==> src/hw/rtl/clipped_line_pixel_generator_defines.svh <==
// ----------------------------------------------------------------------------
// Assertion macros for the clipped line pixel generator
// Shared concurrent assertion forms, clocked and disabled under reset.
// ----------------------------------------------------------------------------
`ifndef CLIPPED_LINE_PIXEL_GENERATOR_DEFINES_SVH
`define CLIPPED_LINE_PIXEL_GENERATOR_DEFINES_SVH

// Check a condition at every clock edge outside reset
`define CLG_ASSERT_HOLDS(label, clock, reset, expr, msg) \
  label: assert property (@(posedge clock) disable iff (reset) (expr)) else $error(msg);

// Check a consequence in the cycle after its trigger
`define CLG_ASSERT_NEXT(label, clock, reset, ante, cons, msg) \
  label: assert property (@(posedge clock) disable iff (reset) (ante) |=> (cons)) else $error(msg);

`endif

==> src/hw/rtl/clg_pkg.sv <==
// ----------------------------------------------------------------------------
// Clipped line pixel generator package
// Widths, codes, shared types and helper functions of the line rasterizer.
// ----------------------------------------------------------------------------
package clg_pkg;

  localparam int COORD_W  = 16;
  localparam int COLOR_W  = 32;
  localparam int ERR_W    = 17;
  localparam int OFFSET_W = 32;
  localparam int BPP_W    = 3;
  localparam int S_DATA_W = 96;
  localparam int M_DATA_W = 96;
  localparam int M_USER_W = 2;
  localparam int APB_DW   = 32;
  localparam int PADDR_W  = 4;

  // Command queue between front and back
  localparam int QUEUE_DEPTH = 4;
  localparam int QUEUE_AW    = 2;
  localparam int QUEUE_CW    = 3;

  // Operation codes carried in s_tuser
  localparam logic OP_LOAD = 1'b0;
  localparam logic OP_STEP = 1'b1;

  // Register indexes, paddr[3:2]
  localparam logic [1:0] REG_SURFACE_WIDTH   = 2'd0;
  localparam logic [1:0] REG_SURFACE_HEIGHT  = 2'd1;
  localparam logic [1:0] REG_ROW_PITCH       = 2'd2;
  localparam logic [1:0] REG_BYTES_PER_PIXEL = 2'd3;

  // Step direction codes
  localparam logic [1:0] SIGN_ZERO = 2'b00;
  localparam logic [1:0] SIGN_POS  = 2'b01;
  localparam logic [1:0] SIGN_NEG  = 2'b11;

  // Decoded command from the front
  typedef struct packed {
    logic               is_load;
    logic [COORD_W-1:0] x_start;
    logic [COORD_W-1:0] y_start;
    logic [COORD_W-1:0] x_end;
    logic [COORD_W-1:0] y_end;
    logic [COLOR_W-1:0] color;
    logic [COORD_W-1:0] abs_dx;
    logic [COORD_W-1:0] abs_dy;
    logic [1:0]         sign_x;
    logic [1:0]         sign_y;
    logic               x_major;
  } cmd_t;

  // Raw pixel from the stepper, before clipping and offset
  typedef struct packed {
    logic               pixel_valid;
    logic [COORD_W-1:0] x;
    logic [COORD_W-1:0] y;
    logic [COLOR_W-1:0] color;
    logic               last;
  } pix_t;

  // Surface configuration
  typedef struct packed {
    logic [COORD_W-1:0] width;
    logic [COORD_W-1:0] height;
    logic [COORD_W-1:0] pitch;
    logic [BPP_W-1:0]   bpp;
  } cfg_t;

  // Move a coordinate one unit in the coded direction, wrapping at 16 bits
  function automatic logic [COORD_W-1:0] step_coord(input logic [COORD_W-1:0] c,
                                                    input logic [1:0] s);
    logic [COORD_W-1:0] r;
    case (s)
      SIGN_POS: r = c + COORD_W'(1);
      SIGN_NEG: r = c - COORD_W'(1);
      default:  r = c;
    endcase
    return r;
  endfunction

endpackage

==> src/hw/rtl/clg_regs.sv <==
// ----------------------------------------------------------------------------
// Clipped line pixel generator register file
// APB-style surface configuration registers with read back.
// ----------------------------------------------------------------------------
module clg_regs (
  input  logic                        clk,
  input  logic                        rst,
  input  logic                        psel,
  input  logic                        penable,
  input  logic                        pwrite,
  input  logic [clg_pkg::PADDR_W-1:0] paddr,
  input  logic [clg_pkg::APB_DW-1:0]  pwdata,
  output logic [clg_pkg::APB_DW-1:0]  prdata,
  output logic                        pready,
  output clg_pkg::cfg_t               cfg
);
  import clg_pkg::*;

  logic wr_en;

  assign pready = 1'b1;
  assign wr_en  = psel && penable && pwrite && pready;

  // Write the addressed register
  always_ff @(posedge clk) begin
    if (rst) begin
      cfg.width  <= COORD_W'(640);
      cfg.height <= COORD_W'(480);
      cfg.pitch  <= COORD_W'(640);
      cfg.bpp    <= BPP_W'(1);
    end else if (wr_en) begin
      case (paddr[3:2])
        REG_SURFACE_WIDTH:   cfg.width  <= pwdata[COORD_W-1:0];
        REG_SURFACE_HEIGHT:  cfg.height <= pwdata[COORD_W-1:0];
        REG_ROW_PITCH:       cfg.pitch  <= pwdata[COORD_W-1:0];
        REG_BYTES_PER_PIXEL: cfg.bpp    <= pwdata[BPP_W-1:0];
        default: ;
      endcase
    end
  end

  // Read back
  always_comb begin
    case (paddr[3:2])
      REG_SURFACE_WIDTH:   prdata = APB_DW'(cfg.width);
      REG_SURFACE_HEIGHT:  prdata = APB_DW'(cfg.height);
      REG_ROW_PITCH:       prdata = APB_DW'(cfg.pitch);
      REG_BYTES_PER_PIXEL: prdata = APB_DW'(cfg.bpp);
      default:             prdata = '0;
    endcase
  end

endmodule

==> src/hw/rtl/clg_front.sv <==
`include "clipped_line_pixel_generator_defines.svh"
// ----------------------------------------------------------------------------
// Clipped line pixel generator front end
// Accepts input beats, classifies load and step, precomputes line deltas
// and queues the decoded commands for the back end.
// ----------------------------------------------------------------------------
module clg_front (
  input  logic                         clk,
  input  logic                         rst,
  input  logic                         s_tvalid,
  output logic                         s_tready,
  input  logic [clg_pkg::S_DATA_W-1:0] s_tdata,
  input  logic                         s_tuser,
  output logic                         q_valid,
  input  logic                         q_ready,
  output clg_pkg::cmd_t                q_cmd
);
  import clg_pkg::*;

  cmd_t                dec;
  logic [COORD_W:0]    dx;
  logic [COORD_W:0]    dy;
  logic [COORD_W:0]    dx_abs;
  logic [COORD_W:0]    dy_abs;
  cmd_t                queue [QUEUE_DEPTH];
  logic [QUEUE_AW-1:0] wptr;
  logic [QUEUE_AW-1:0] rptr;
  logic [QUEUE_CW-1:0] count;
  logic                push;
  logic                pop;

  // Decode the beat and work out deltas, directions and the major axis
  always_comb begin
    dec.is_load = (s_tuser == OP_LOAD);
    dec.x_start = s_tdata[15:0];
    dec.y_start = s_tdata[31:16];
    dec.x_end   = s_tdata[47:32];
    dec.y_end   = s_tdata[63:48];
    dec.color   = s_tdata[95:64];
    dx = {dec.x_end[COORD_W-1], dec.x_end} - {dec.x_start[COORD_W-1], dec.x_start};
    dy = {dec.y_end[COORD_W-1], dec.y_end} - {dec.y_start[COORD_W-1], dec.y_start};
    dx_abs = dx[COORD_W] ? -dx : dx;
    dy_abs = dy[COORD_W] ? -dy : dy;
    dec.abs_dx  = dx_abs[COORD_W-1:0];
    dec.abs_dy  = dy_abs[COORD_W-1:0];
    dec.sign_x  = (dx == '0) ? SIGN_ZERO : (dx[COORD_W] ? SIGN_NEG : SIGN_POS);
    dec.sign_y  = (dy == '0) ? SIGN_ZERO : (dy[COORD_W] ? SIGN_NEG : SIGN_POS);
    dec.x_major = (dec.abs_dy < dec.abs_dx);
  end

  assign s_tready = (count != QUEUE_CW'(QUEUE_DEPTH));
  assign q_valid  = (count != '0);
  assign q_cmd    = queue[rptr];
  assign push     = s_tvalid && s_tready;
  assign pop      = q_valid && q_ready;

  // Store the decoded command
  always_ff @(posedge clk) begin
    if (push) begin
      queue[wptr] <= dec;
    end
  end

  // Advance pointers and occupancy
  always_ff @(posedge clk) begin
    if (rst) begin
      wptr  <= '0;
      rptr  <= '0;
      count <= '0;
    end else begin
      if (push) begin
        wptr <= wptr + QUEUE_AW'(1);
      end
      if (pop) begin
        rptr <= rptr + QUEUE_AW'(1);
      end
      if (push && !pop) begin
        count <= count + QUEUE_CW'(1);
      end else if (pop && !push) begin
        count <= count - QUEUE_CW'(1);
      end
    end
  end

  `CLG_ASSERT_HOLDS(a_queue_bound, clk, rst, count <= QUEUE_CW'(QUEUE_DEPTH), "queue overfilled")
  `CLG_ASSERT_NEXT(a_queue_grow, clk, rst, push && !pop, count == $past(count) + QUEUE_CW'(1), "queue count lost a push")

endmodule

==> src/hw/rtl/clg_stepper.sv <==
`include "clipped_line_pixel_generator_defines.svh"
// ----------------------------------------------------------------------------
// Clipped line pixel generator stepper
// Holds the active line and walks its Bresenham path, one pixel per step
// command; load commands replace the line.
// ----------------------------------------------------------------------------
module clg_stepper (
  input  logic          clk,
  input  logic          rst,
  input  logic          q_valid,
  output logic          q_ready,
  input  clg_pkg::cmd_t q_cmd,
  output logic          px_valid,
  input  logic          px_ready,
  output clg_pkg::pix_t px
);
  import clg_pkg::*;

  logic [COORD_W-1:0] cur_x, cur_x_next;
  logic [COORD_W-1:0] cur_y, cur_y_next;
  logic [COORD_W-1:0] end_x;
  logic [COORD_W-1:0] end_y;
  logic [COORD_W-1:0] abs_dx;
  logic [COORD_W-1:0] abs_dy;
  logic [1:0]         sign_x;
  logic [1:0]         sign_y;
  logic [ERR_W-1:0]   error_acc, error_acc_next;
  logic               x_major_phase, x_major_phase_next;
  logic               line_active, line_active_next;
  logic [COLOR_W-1:0] held_color;

  logic               x_walk;
  logic               y_walk;
  logic [ERR_W-1:0]   err_y;
  logic [ERR_W-1:0]   err_sum;
  logic               load_fire;
  logic               step_fire;

  // Pick the branch of the path for the current position
  assign x_walk = x_major_phase && (cur_x != end_x);
  assign y_walk = !x_walk && (cur_y != end_y);
  assign err_y  = x_major_phase ? ERR_W'(abs_dy >> 1) : error_acc;

  // Hand over the current position; zero record when no line is active
  always_comb begin
    px = '0;
    if (line_active) begin
      px.pixel_valid = 1'b1;
      px.x           = cur_x;
      px.y           = cur_y;
      px.color       = held_color;
      px.last        = !x_walk && !y_walk;
    end
  end

  assign px_valid  = q_valid && !q_cmd.is_load;
  assign q_ready   = q_cmd.is_load || px_ready;
  assign load_fire = q_valid && q_ready && q_cmd.is_load;
  assign step_fire = q_valid && q_ready && !q_cmd.is_load;

  // Advance the walk on a step
  always_comb begin
    cur_x_next         = cur_x;
    cur_y_next         = cur_y;
    error_acc_next     = error_acc;
    x_major_phase_next = x_major_phase;
    line_active_next   = line_active;
    err_sum            = '0;
    if (step_fire && line_active) begin
      if (x_walk) begin
        err_sum        = error_acc + ERR_W'(abs_dy);
        error_acc_next = err_sum;
        if (err_sum > ERR_W'(abs_dx)) begin
          error_acc_next = err_sum - ERR_W'(abs_dx);
          cur_y_next     = step_coord(cur_y, sign_y);
        end
        cur_x_next = step_coord(cur_x, sign_x);
      end else if (y_walk) begin
        x_major_phase_next = 1'b0;
        err_sum            = err_y + ERR_W'(abs_dx);
        error_acc_next     = err_sum;
        if (err_sum > ERR_W'(abs_dy)) begin
          error_acc_next = err_sum - ERR_W'(abs_dy);
          cur_x_next     = step_coord(cur_x, sign_x);
        end
        cur_y_next = step_coord(cur_y, sign_y);
      end else begin
        x_major_phase_next = 1'b0;
        error_acc_next     = err_y;
        line_active_next   = 1'b0;
      end
    end
  end

  // Line state: load replaces, step advances
  always_ff @(posedge clk) begin
    if (rst) begin
      cur_x         <= '0;
      cur_y         <= '0;
      end_x         <= '0;
      end_y         <= '0;
      abs_dx        <= '0;
      abs_dy        <= '0;
      sign_x        <= SIGN_ZERO;
      sign_y        <= SIGN_ZERO;
      error_acc     <= '0;
      x_major_phase <= 1'b0;
      line_active   <= 1'b0;
      held_color    <= '0;
    end else if (load_fire) begin
      cur_x         <= q_cmd.x_start;
      cur_y         <= q_cmd.y_start;
      end_x         <= q_cmd.x_end;
      end_y         <= q_cmd.y_end;
      abs_dx        <= q_cmd.abs_dx;
      abs_dy        <= q_cmd.abs_dy;
      sign_x        <= q_cmd.sign_x;
      sign_y        <= q_cmd.sign_y;
      error_acc     <= q_cmd.x_major ? ERR_W'(q_cmd.abs_dx >> 1) : ERR_W'(q_cmd.abs_dy >> 1);
      x_major_phase <= q_cmd.x_major;
      line_active   <= 1'b1;
      held_color    <= q_cmd.color;
    end else begin
      cur_x         <= cur_x_next;
      cur_y         <= cur_y_next;
      error_acc     <= error_acc_next;
      x_major_phase <= x_major_phase_next;
      line_active   <= line_active_next;
    end
  end

  `CLG_ASSERT_NEXT(a_last_ends_line, clk, rst, step_fire && px.last, !line_active, "line still active after its last pixel")
  `CLG_ASSERT_NEXT(a_load_starts_line, clk, rst, load_fire, line_active, "load did not start a line")

endmodule

==> src/hw/rtl/clg_pixel_out.sv <==
`include "clipped_line_pixel_generator_defines.svh"
// ----------------------------------------------------------------------------
// Clipped line pixel generator output stage
// Tests each pixel against the surface and forms its byte offset in two
// registered stages: products first, then the sum into the output beat.
// ----------------------------------------------------------------------------
module clg_pixel_out (
  input  logic                         clk,
  input  logic                         rst,
  input  clg_pkg::cfg_t                cfg,
  input  logic                         px_valid,
  output logic                         px_ready,
  input  clg_pkg::pix_t                px,
  output logic                         m_tvalid,
  input  logic                         m_tready,
  output logic [clg_pkg::M_DATA_W-1:0] m_tdata,
  output logic [clg_pkg::M_USER_W-1:0] m_tuser,
  output logic                         m_tlast
);
  import clg_pkg::*;

  logic signed [OFFSET_W:0]     row_full;
  logic signed [COORD_W+BPP_W:0] col_full;
  logic                          on_surface;

  logic                s1_valid;
  pix_t                s1_px;
  logic [OFFSET_W-1:0] s1_row;
  logic [OFFSET_W-1:0] s1_col;
  logic                s1_inside;
  logic                s1_ready;
  logic                s2_ready;

  // Products and clip test on the raw pixel
  assign row_full   = $signed({1'b0, cfg.pitch}) * $signed(px.y);
  assign col_full   = $signed(px.x) * $signed({1'b0, cfg.bpp});
  assign on_surface = !px.x[COORD_W-1] && !px.y[COORD_W-1] &&
                      (px.x < cfg.width) && (px.y < cfg.height);

  assign s2_ready = !m_tvalid || m_tready;
  assign s1_ready = !s1_valid || s2_ready;
  assign px_ready = s1_ready;

  // Stage one: register products
  always_ff @(posedge clk) begin
    if (rst) begin
      s1_valid <= 1'b0;
    end else if (s1_ready) begin
      s1_valid <= px_valid;
    end
  end

  always_ff @(posedge clk) begin
    if (s1_ready && px_valid) begin
      s1_px <= px;
      if (px.pixel_valid) begin
        s1_row    <= row_full[OFFSET_W-1:0];
        s1_col    <= {{(OFFSET_W-COORD_W-BPP_W-1){col_full[COORD_W+BPP_W]}}, col_full};
        s1_inside <= on_surface;
      end else begin
        s1_row    <= '0;
        s1_col    <= '0;
        s1_inside <= 1'b0;
      end
    end
  end

  // Stage two: sum into the output beat, hold while stalled
  always_ff @(posedge clk) begin
    if (rst) begin
      m_tvalid <= 1'b0;
    end else if (s2_ready) begin
      m_tvalid <= s1_valid;
    end
  end

  always_ff @(posedge clk) begin
    if (s2_ready && s1_valid) begin
      m_tdata <= {s1_px.color, s1_row + s1_col, s1_px.y, s1_px.x};
      m_tuser <= {s1_inside, s1_px.pixel_valid};
      m_tlast <= s1_px.last;
    end
  end

  `CLG_ASSERT_HOLDS(a_empty_pixel_zero, clk, rst, !(m_tvalid && !m_tuser[0]) || (m_tdata[63:32] == '0 && !m_tuser[1] && !m_tlast), "empty pixel beat carries data")
  `CLG_ASSERT_NEXT(a_stage_hold, clk, rst, s1_valid && !s2_ready, s1_valid && $stable(s1_row), "stage one lost a stalled pixel")

endmodule

==> src/hw/rtl/clipped_line_pixel_generator.sv <==
// Clipped line pixel generator: a load beat (tuser 0) sets a line's signed
// endpoints and color and gives no output; every step beat (tuser 1) gives
// one output beat holding the next Bresenham pixel, its clip flag against
// the surface size and its byte offset, or an all-zero beat when no line is
// active. Sustained rate is one beat per clock in and out while the output
// is not stalled: the stepper updates the line state once per cycle with
// one add, compare and subtract, and the offset is formed in two pipeline
// stages (multiply, then add). An accepted step beat passes through the
// four-entry command queue, stage one and the output registers; a load sets
// the line state. Configure the surface only while the block is idle.
// ----------------------------------------------------------------------------
// Clipped line pixel generator top level
// Wires the register file, front end, stepper and output stage together.
// ----------------------------------------------------------------------------
module clipped_line_pixel_generator (
  input  logic                         clk,
  input  logic                         rst,
  // tdata: x_start[15:0], y_start[31:16], x_end[47:32], y_end[63:48],
  //        line_color[95:64]
  input  logic                         s_tvalid,
  output logic                         s_tready,
  input  logic [clg_pkg::S_DATA_W-1:0] s_tdata,
  // tuser: op[0]
  input  logic                         s_tuser,
  // tdata: pixel_x[15:0], pixel_y[31:16], byte_offset[63:32],
  //        pixel_color[95:64]
  output logic                         m_tvalid,
  input  logic                         m_tready,
  output logic [clg_pkg::M_DATA_W-1:0] m_tdata,
  // tuser: pixel_valid[0], inside_res[1]
  output logic [clg_pkg::M_USER_W-1:0] m_tuser,
  // tlast: last_pixel
  output logic                         m_tlast,
  input  logic                         psel,
  input  logic                         penable,
  input  logic                         pwrite,
  input  logic [clg_pkg::PADDR_W-1:0]  paddr,
  input  logic [clg_pkg::APB_DW-1:0]   pwdata,
  output logic [clg_pkg::APB_DW-1:0]   prdata,
  output logic                         pready
);
  import clg_pkg::*;

  cfg_t cfg;
  cmd_t q_cmd;
  logic q_valid;
  logic q_ready;
  pix_t px;
  logic px_valid;
  logic px_ready;

  clg_regs u_regs (
    .clk     (clk),
    .rst     (rst),
    .psel    (psel),
    .penable (penable),
    .pwrite  (pwrite),
    .paddr   (paddr),
    .pwdata  (pwdata),
    .prdata  (prdata),
    .pready  (pready),
    .cfg     (cfg)
  );

  clg_front u_front (
    .clk      (clk),
    .rst      (rst),
    .s_tvalid (s_tvalid),
    .s_tready (s_tready),
    .s_tdata  (s_tdata),
    .s_tuser  (s_tuser),
    .q_valid  (q_valid),
    .q_ready  (q_ready),
    .q_cmd    (q_cmd)
  );

  clg_stepper u_stepper (
    .clk      (clk),
    .rst      (rst),
    .q_valid  (q_valid),
    .q_ready  (q_ready),
    .q_cmd    (q_cmd),
    .px_valid (px_valid),
    .px_ready (px_ready),
    .px       (px)
  );

  clg_pixel_out u_pixel_out (
    .clk      (clk),
    .rst      (rst),
    .cfg      (cfg),
    .px_valid (px_valid),
    .px_ready (px_ready),
    .px       (px),
    .m_tvalid (m_tvalid),
    .m_tready (m_tready),
    .m_tdata  (m_tdata),
    .m_tuser  (m_tuser),
    .m_tlast  (m_tlast)
  );

endmodule

==> config.mk <==
export PLATFORM = sky130hd
export DESIGN_NAME = clipped_line_pixel_generator
export DESIGN_NICKNAME = d
export VERILOG_FILES = /design/src/hw/rtl/clg_pkg.sv /design/src/hw/rtl/clg_regs.sv /design/src/hw/rtl/clg_front.sv /design/src/hw/rtl/clg_stepper.sv /design/src/hw/rtl/clg_pixel_out.sv /design/src/hw/rtl/clipped_line_pixel_generator.sv
export VERILOG_INCLUDE_DIRS = /design/src /design/src/hw/rtl
export SDC_FILE = /design/constraint.sdc
export NUM_CORES = 2
export LEC_CHECK = 0
export ABC_CLOCK_PERIOD_IN_PS = 25100
export BUFFER_PORTS_ARGS = -buffer_cell sky130_fd_sc_hd__buf_2
export CORE_ASPECT_RATIO = 1.5
export CORE_MARGIN = 4
export CORE_UTILIZATION = 34
export CTS_BUF_LIST = sky130_fd_sc_hd__clkbuf_16
export DETAILED_ROUTE_END_ITERATION = 8
export PLACE_DENSITY = 0.57
export SLEW_MARGIN = 20
export SYNTH_ARGS = -nofsm -noshare
export SYNTH_HDL_FRONTEND = slang
export SYNTH_SLANG_ARGS = --single-unit
==> constraint.sdc <==
create_clock -name clk -period 25.1 [get_ports clk]
set_input_delay 3.765 -clock clk [delete_from_list [all_inputs] [get_ports clk]]
set_output_delay 3.765 -clock clk [all_outputs]
set_load 0.01 [all_outputs]
==> impl_metrics.json <==
{
  "status": "complete, no violations",
  "fin_skew_ns": 0.102,
  "max-vdd-ir-drop_mv": 0.102,
  "rsz0062_at_grt": "no",
  "synth_commonest_cells": "754 x edfxtp_1, 559 x nand2_1, 469 x inv_1",
  "cts_sinks": 967,
  "port_buffers": 238,
  "wire_per_inst_um": 21.1,
  "combPwrFrac_pct": 44.8,
  "cts_tree": "built",
  "antenna_found_initial": 26,
  "synth-edff-count": 754,
  "hold_path.class": "flip-flop to flip-flop",
  "io-pin-count": 274,
  "gp_congestion": 0.880,
  "drive_above_1_share_pct": 13.3,
  "max-slew-margin-rel_pct": 26.3,
  "drtIter0Drc": 1919,
  "grt.overflow.total": 0,
  "synth_area_leaders": "edfxtp_1 41%, ha_1 8.1%, fa_1 7.9%",
  "end_kind": "output pin",
  "clock_power_share_pct": 21.1,
  "fin_setup_tns_ns": 0,
  "ys.flop_type": "edfxtp_1",
  "met1_length_mm": 62.3,
  "reg2reg_slack_ns": 16.48,
  "fp.dieArea_um2": 170000,
  "die_h_um": 504,
  "synth.avg_cell_area_um2": 11.6,
  "fmax_ghz": 0.111,
  "ys_seq_area_share_pct": 48.3,
  "grt_usage_pct": 17.7,
  "drcViolationCount": 0,
  "vias": 36900,
  "place_inst": 6997,
  "ctsRootBufferMaster": "clkbuf_16",
  "clkTransAtPathRegs_ns": 0.06,
  "switching_share_pct": 40.1,
  "power_switching_uw": 2760,
  "crit_path_start_kind": "input pin",
  "yosysTopAreaCellShare_pct": 40.7,
  "start_util_pct": 34.3,
  "p_leak_uw": 0.0254,
  "synth.most_common_cell": "edfxtp_1",
  "postCtsHoldBufs": 0,
  "insertion_delay_ns": 0.77,
  "postRouteAntennaNets": 0,
  "hpwl_mm": 109,
  "area_growth_pct": 12.3,
  "power_density_nw_per_um2": 110,
  "grt_max_degree": 101,
  "netlist_area_um2": 55700,
  "yosysUniqueCellTypes": 90,
  "synth_top_area_cell": "edfxtp_1",
  "drv_cap": 0,
  "critPathKind": "input pin to output pin",
  "hold_violations": 0,
  "required_ns": 21.33,
  "p_int_uw": 4130,
  "seqPwrFrac_pct": 34.1,
  "core_um2": 162000,
  "maxSlewViolCount": 0,
  "critPathMaxFanout": 22,
  "whs_ns": 0.420,
  "worst_pin_slew_ns": 1.10,
  "yosysWarnings": 0,
  "rows": 181,
  "cts_max_level": 3,
  "viasPerCell": 5.14,
  "clk_path_buf_depth": 3,
  "cp.arrival_ns": 5.24,
  "instances_no_fill": 7193,
  "nets": 5714,
  "dr_wl_met3_mm": 7.18,
  "drt-total-wl_mm": 152,
  "finalSetupViolCount": 0,
  "routed.top_layer": "met5",
  "finalCriticalPeriod_ns": 9.00,
  "post_cts_buffers": 0,
  "first_pass_iters": 5,
  "cts-resized-gates": 0,
  "postSynthCellCount": 4783,
  "numCtsBuffers": 98,
  "wl_met2_mm": 76.6,
  "die_w_um": 338,
  "async_flop_share_pct": 0,
  "synth_seq_cells": 967,
  "grt_first_pass_wirelength_mm": 231,
  "grt_pass1_vias": 38100,
  "post-route-period-util_pct": 35.9
}
sequential cells by signal, indices dropped and copies added (netlist names), 3 cells and up, named ones only:
| name | cells |
|---|---|
| u_pixel_out.s1_px | 66 |
| u_front.queue | 536 |
| u_stepper.held_color | 32 |
| u_stepper.end_y | 16 |
| u_regs.cfg | 51 |
| u_pixel_out.m_tdata | 96 |
| u_stepper.abs_dx | 16 |
| u_pixel_out.s1_col | 20 |
| u_stepper.error_acc | 17 |
| u_stepper.cur_y | 16 |
| u_stepper.abs_dy | 16 |
| u_stepper.end_x | 16 |
| u_stepper.cur_x | 16 |
| u_front.count | 3 |
| u_pixel_out.s1_row | 32 |
power groups by stage:
stage	logic, uW	clock network (uW)	registers (uW)
global placement	3080	0	2390
CTS	3120	1500	2360
detailed placement	3110	0	2400
floorplan	2210	0	2330
global route	3420	1570	2390
finish	3090	1450	2350
through the flow:
| stage | utilization [%] | total power [uW] | cell area (um^2) | setup slack [ns] |
|---|---|---|---|---|
| final | 38.5 | 6890 | 62500 | 16.10 |
| after global routing | 38.5 | 7370 | 62500 | 15.93 |
| after CTS | 38.5 | 6990 | 62500 | 15.82 |
| after detailed placement | 36.5 | 5510 | 59300 | 15.74 |
| after global placement | 36.5 | 5460 | 59300 | 15.79 |
| after floorplan | - | 4540 | 55700 | 13.53 |
routing by layer:
metal / vias to the layer above / GRT usage [%]
li1: 17400 / -
met1: 18400 / 21.4
met2: 855 / 31.8
met3: 272 / 2.46
met4: 20 / 7.16
met5: - / 0
worst paths after layout:
check                                            from                      end  cells past startpoint
worst max-delay path                         paddr[3]               prdata[11]                      5
worst min-delay path             u_pixel_out.s1_px[4]  u_pixel_out.m_tdata[67]                      0
worst max register to register  u_stepper.line_active   u_pixel_out.s1_row[27]                     24
worst min register to register   u_pixel_out.s1_px[4]  u_pixel_out.m_tdata[67]                      0
area by class of cell:
class | count | area [um^2]
repair buffers | 306 | 1710
clock buffers | 101 | 2530
flip-flops and latches | 967 | 26900
diodes | 11 | 27.5
well taps | 2104 | 2630
multi-input cells | 3149 | 26200
inverters | 471 | 1770
fillers | 15700 | 99900
clock inverters | 84 | 707
placed cells by master, fill, tap and decap left out, types with 16 or more instances in the layout:
cell type and n:
or3_1 18, xor2_1 87, conb_1 17, nand2_1 559
dfxtp_1 210, nand3_1 42, or2_2 16, o21bai_1 16
a21oi_1 324, fa_1 220, and3_1 168, inv_1 500
a31oi_1 25, clkbuf_16 101, o21ai_0 134, nor3_1 71
mux2_2 28, nor2b_1 24, a211oi_1 54, o21a_1 37
mux2i_1 55, a21o_1 69, nand2b_1 23, xnor2_1 143
and2_1 89, edfxtp_1 754, mux4_2 137, ha_1 361
buf_4 68, nor2_1 213, buf_2 237
critical path, cell delays in order:
cell and delay (ns):
buf_2 0.36, nor2b_2 0.67, nand2_1 0.10, o21ai_0 0.15
buf_2 0.19
logic make-up after synthesis:
family	Yosys count	synth area share [%]
other cells	2	0.0135
fa+ha+maj	581	16.0
compound gates	811	9.26
flops	967	48.3
simple gates	1290	10.9
buf+inv	682	4.76
xor+xnor	230	3.62
mux	220	7.10
Power figures use the tool's default switching activity.
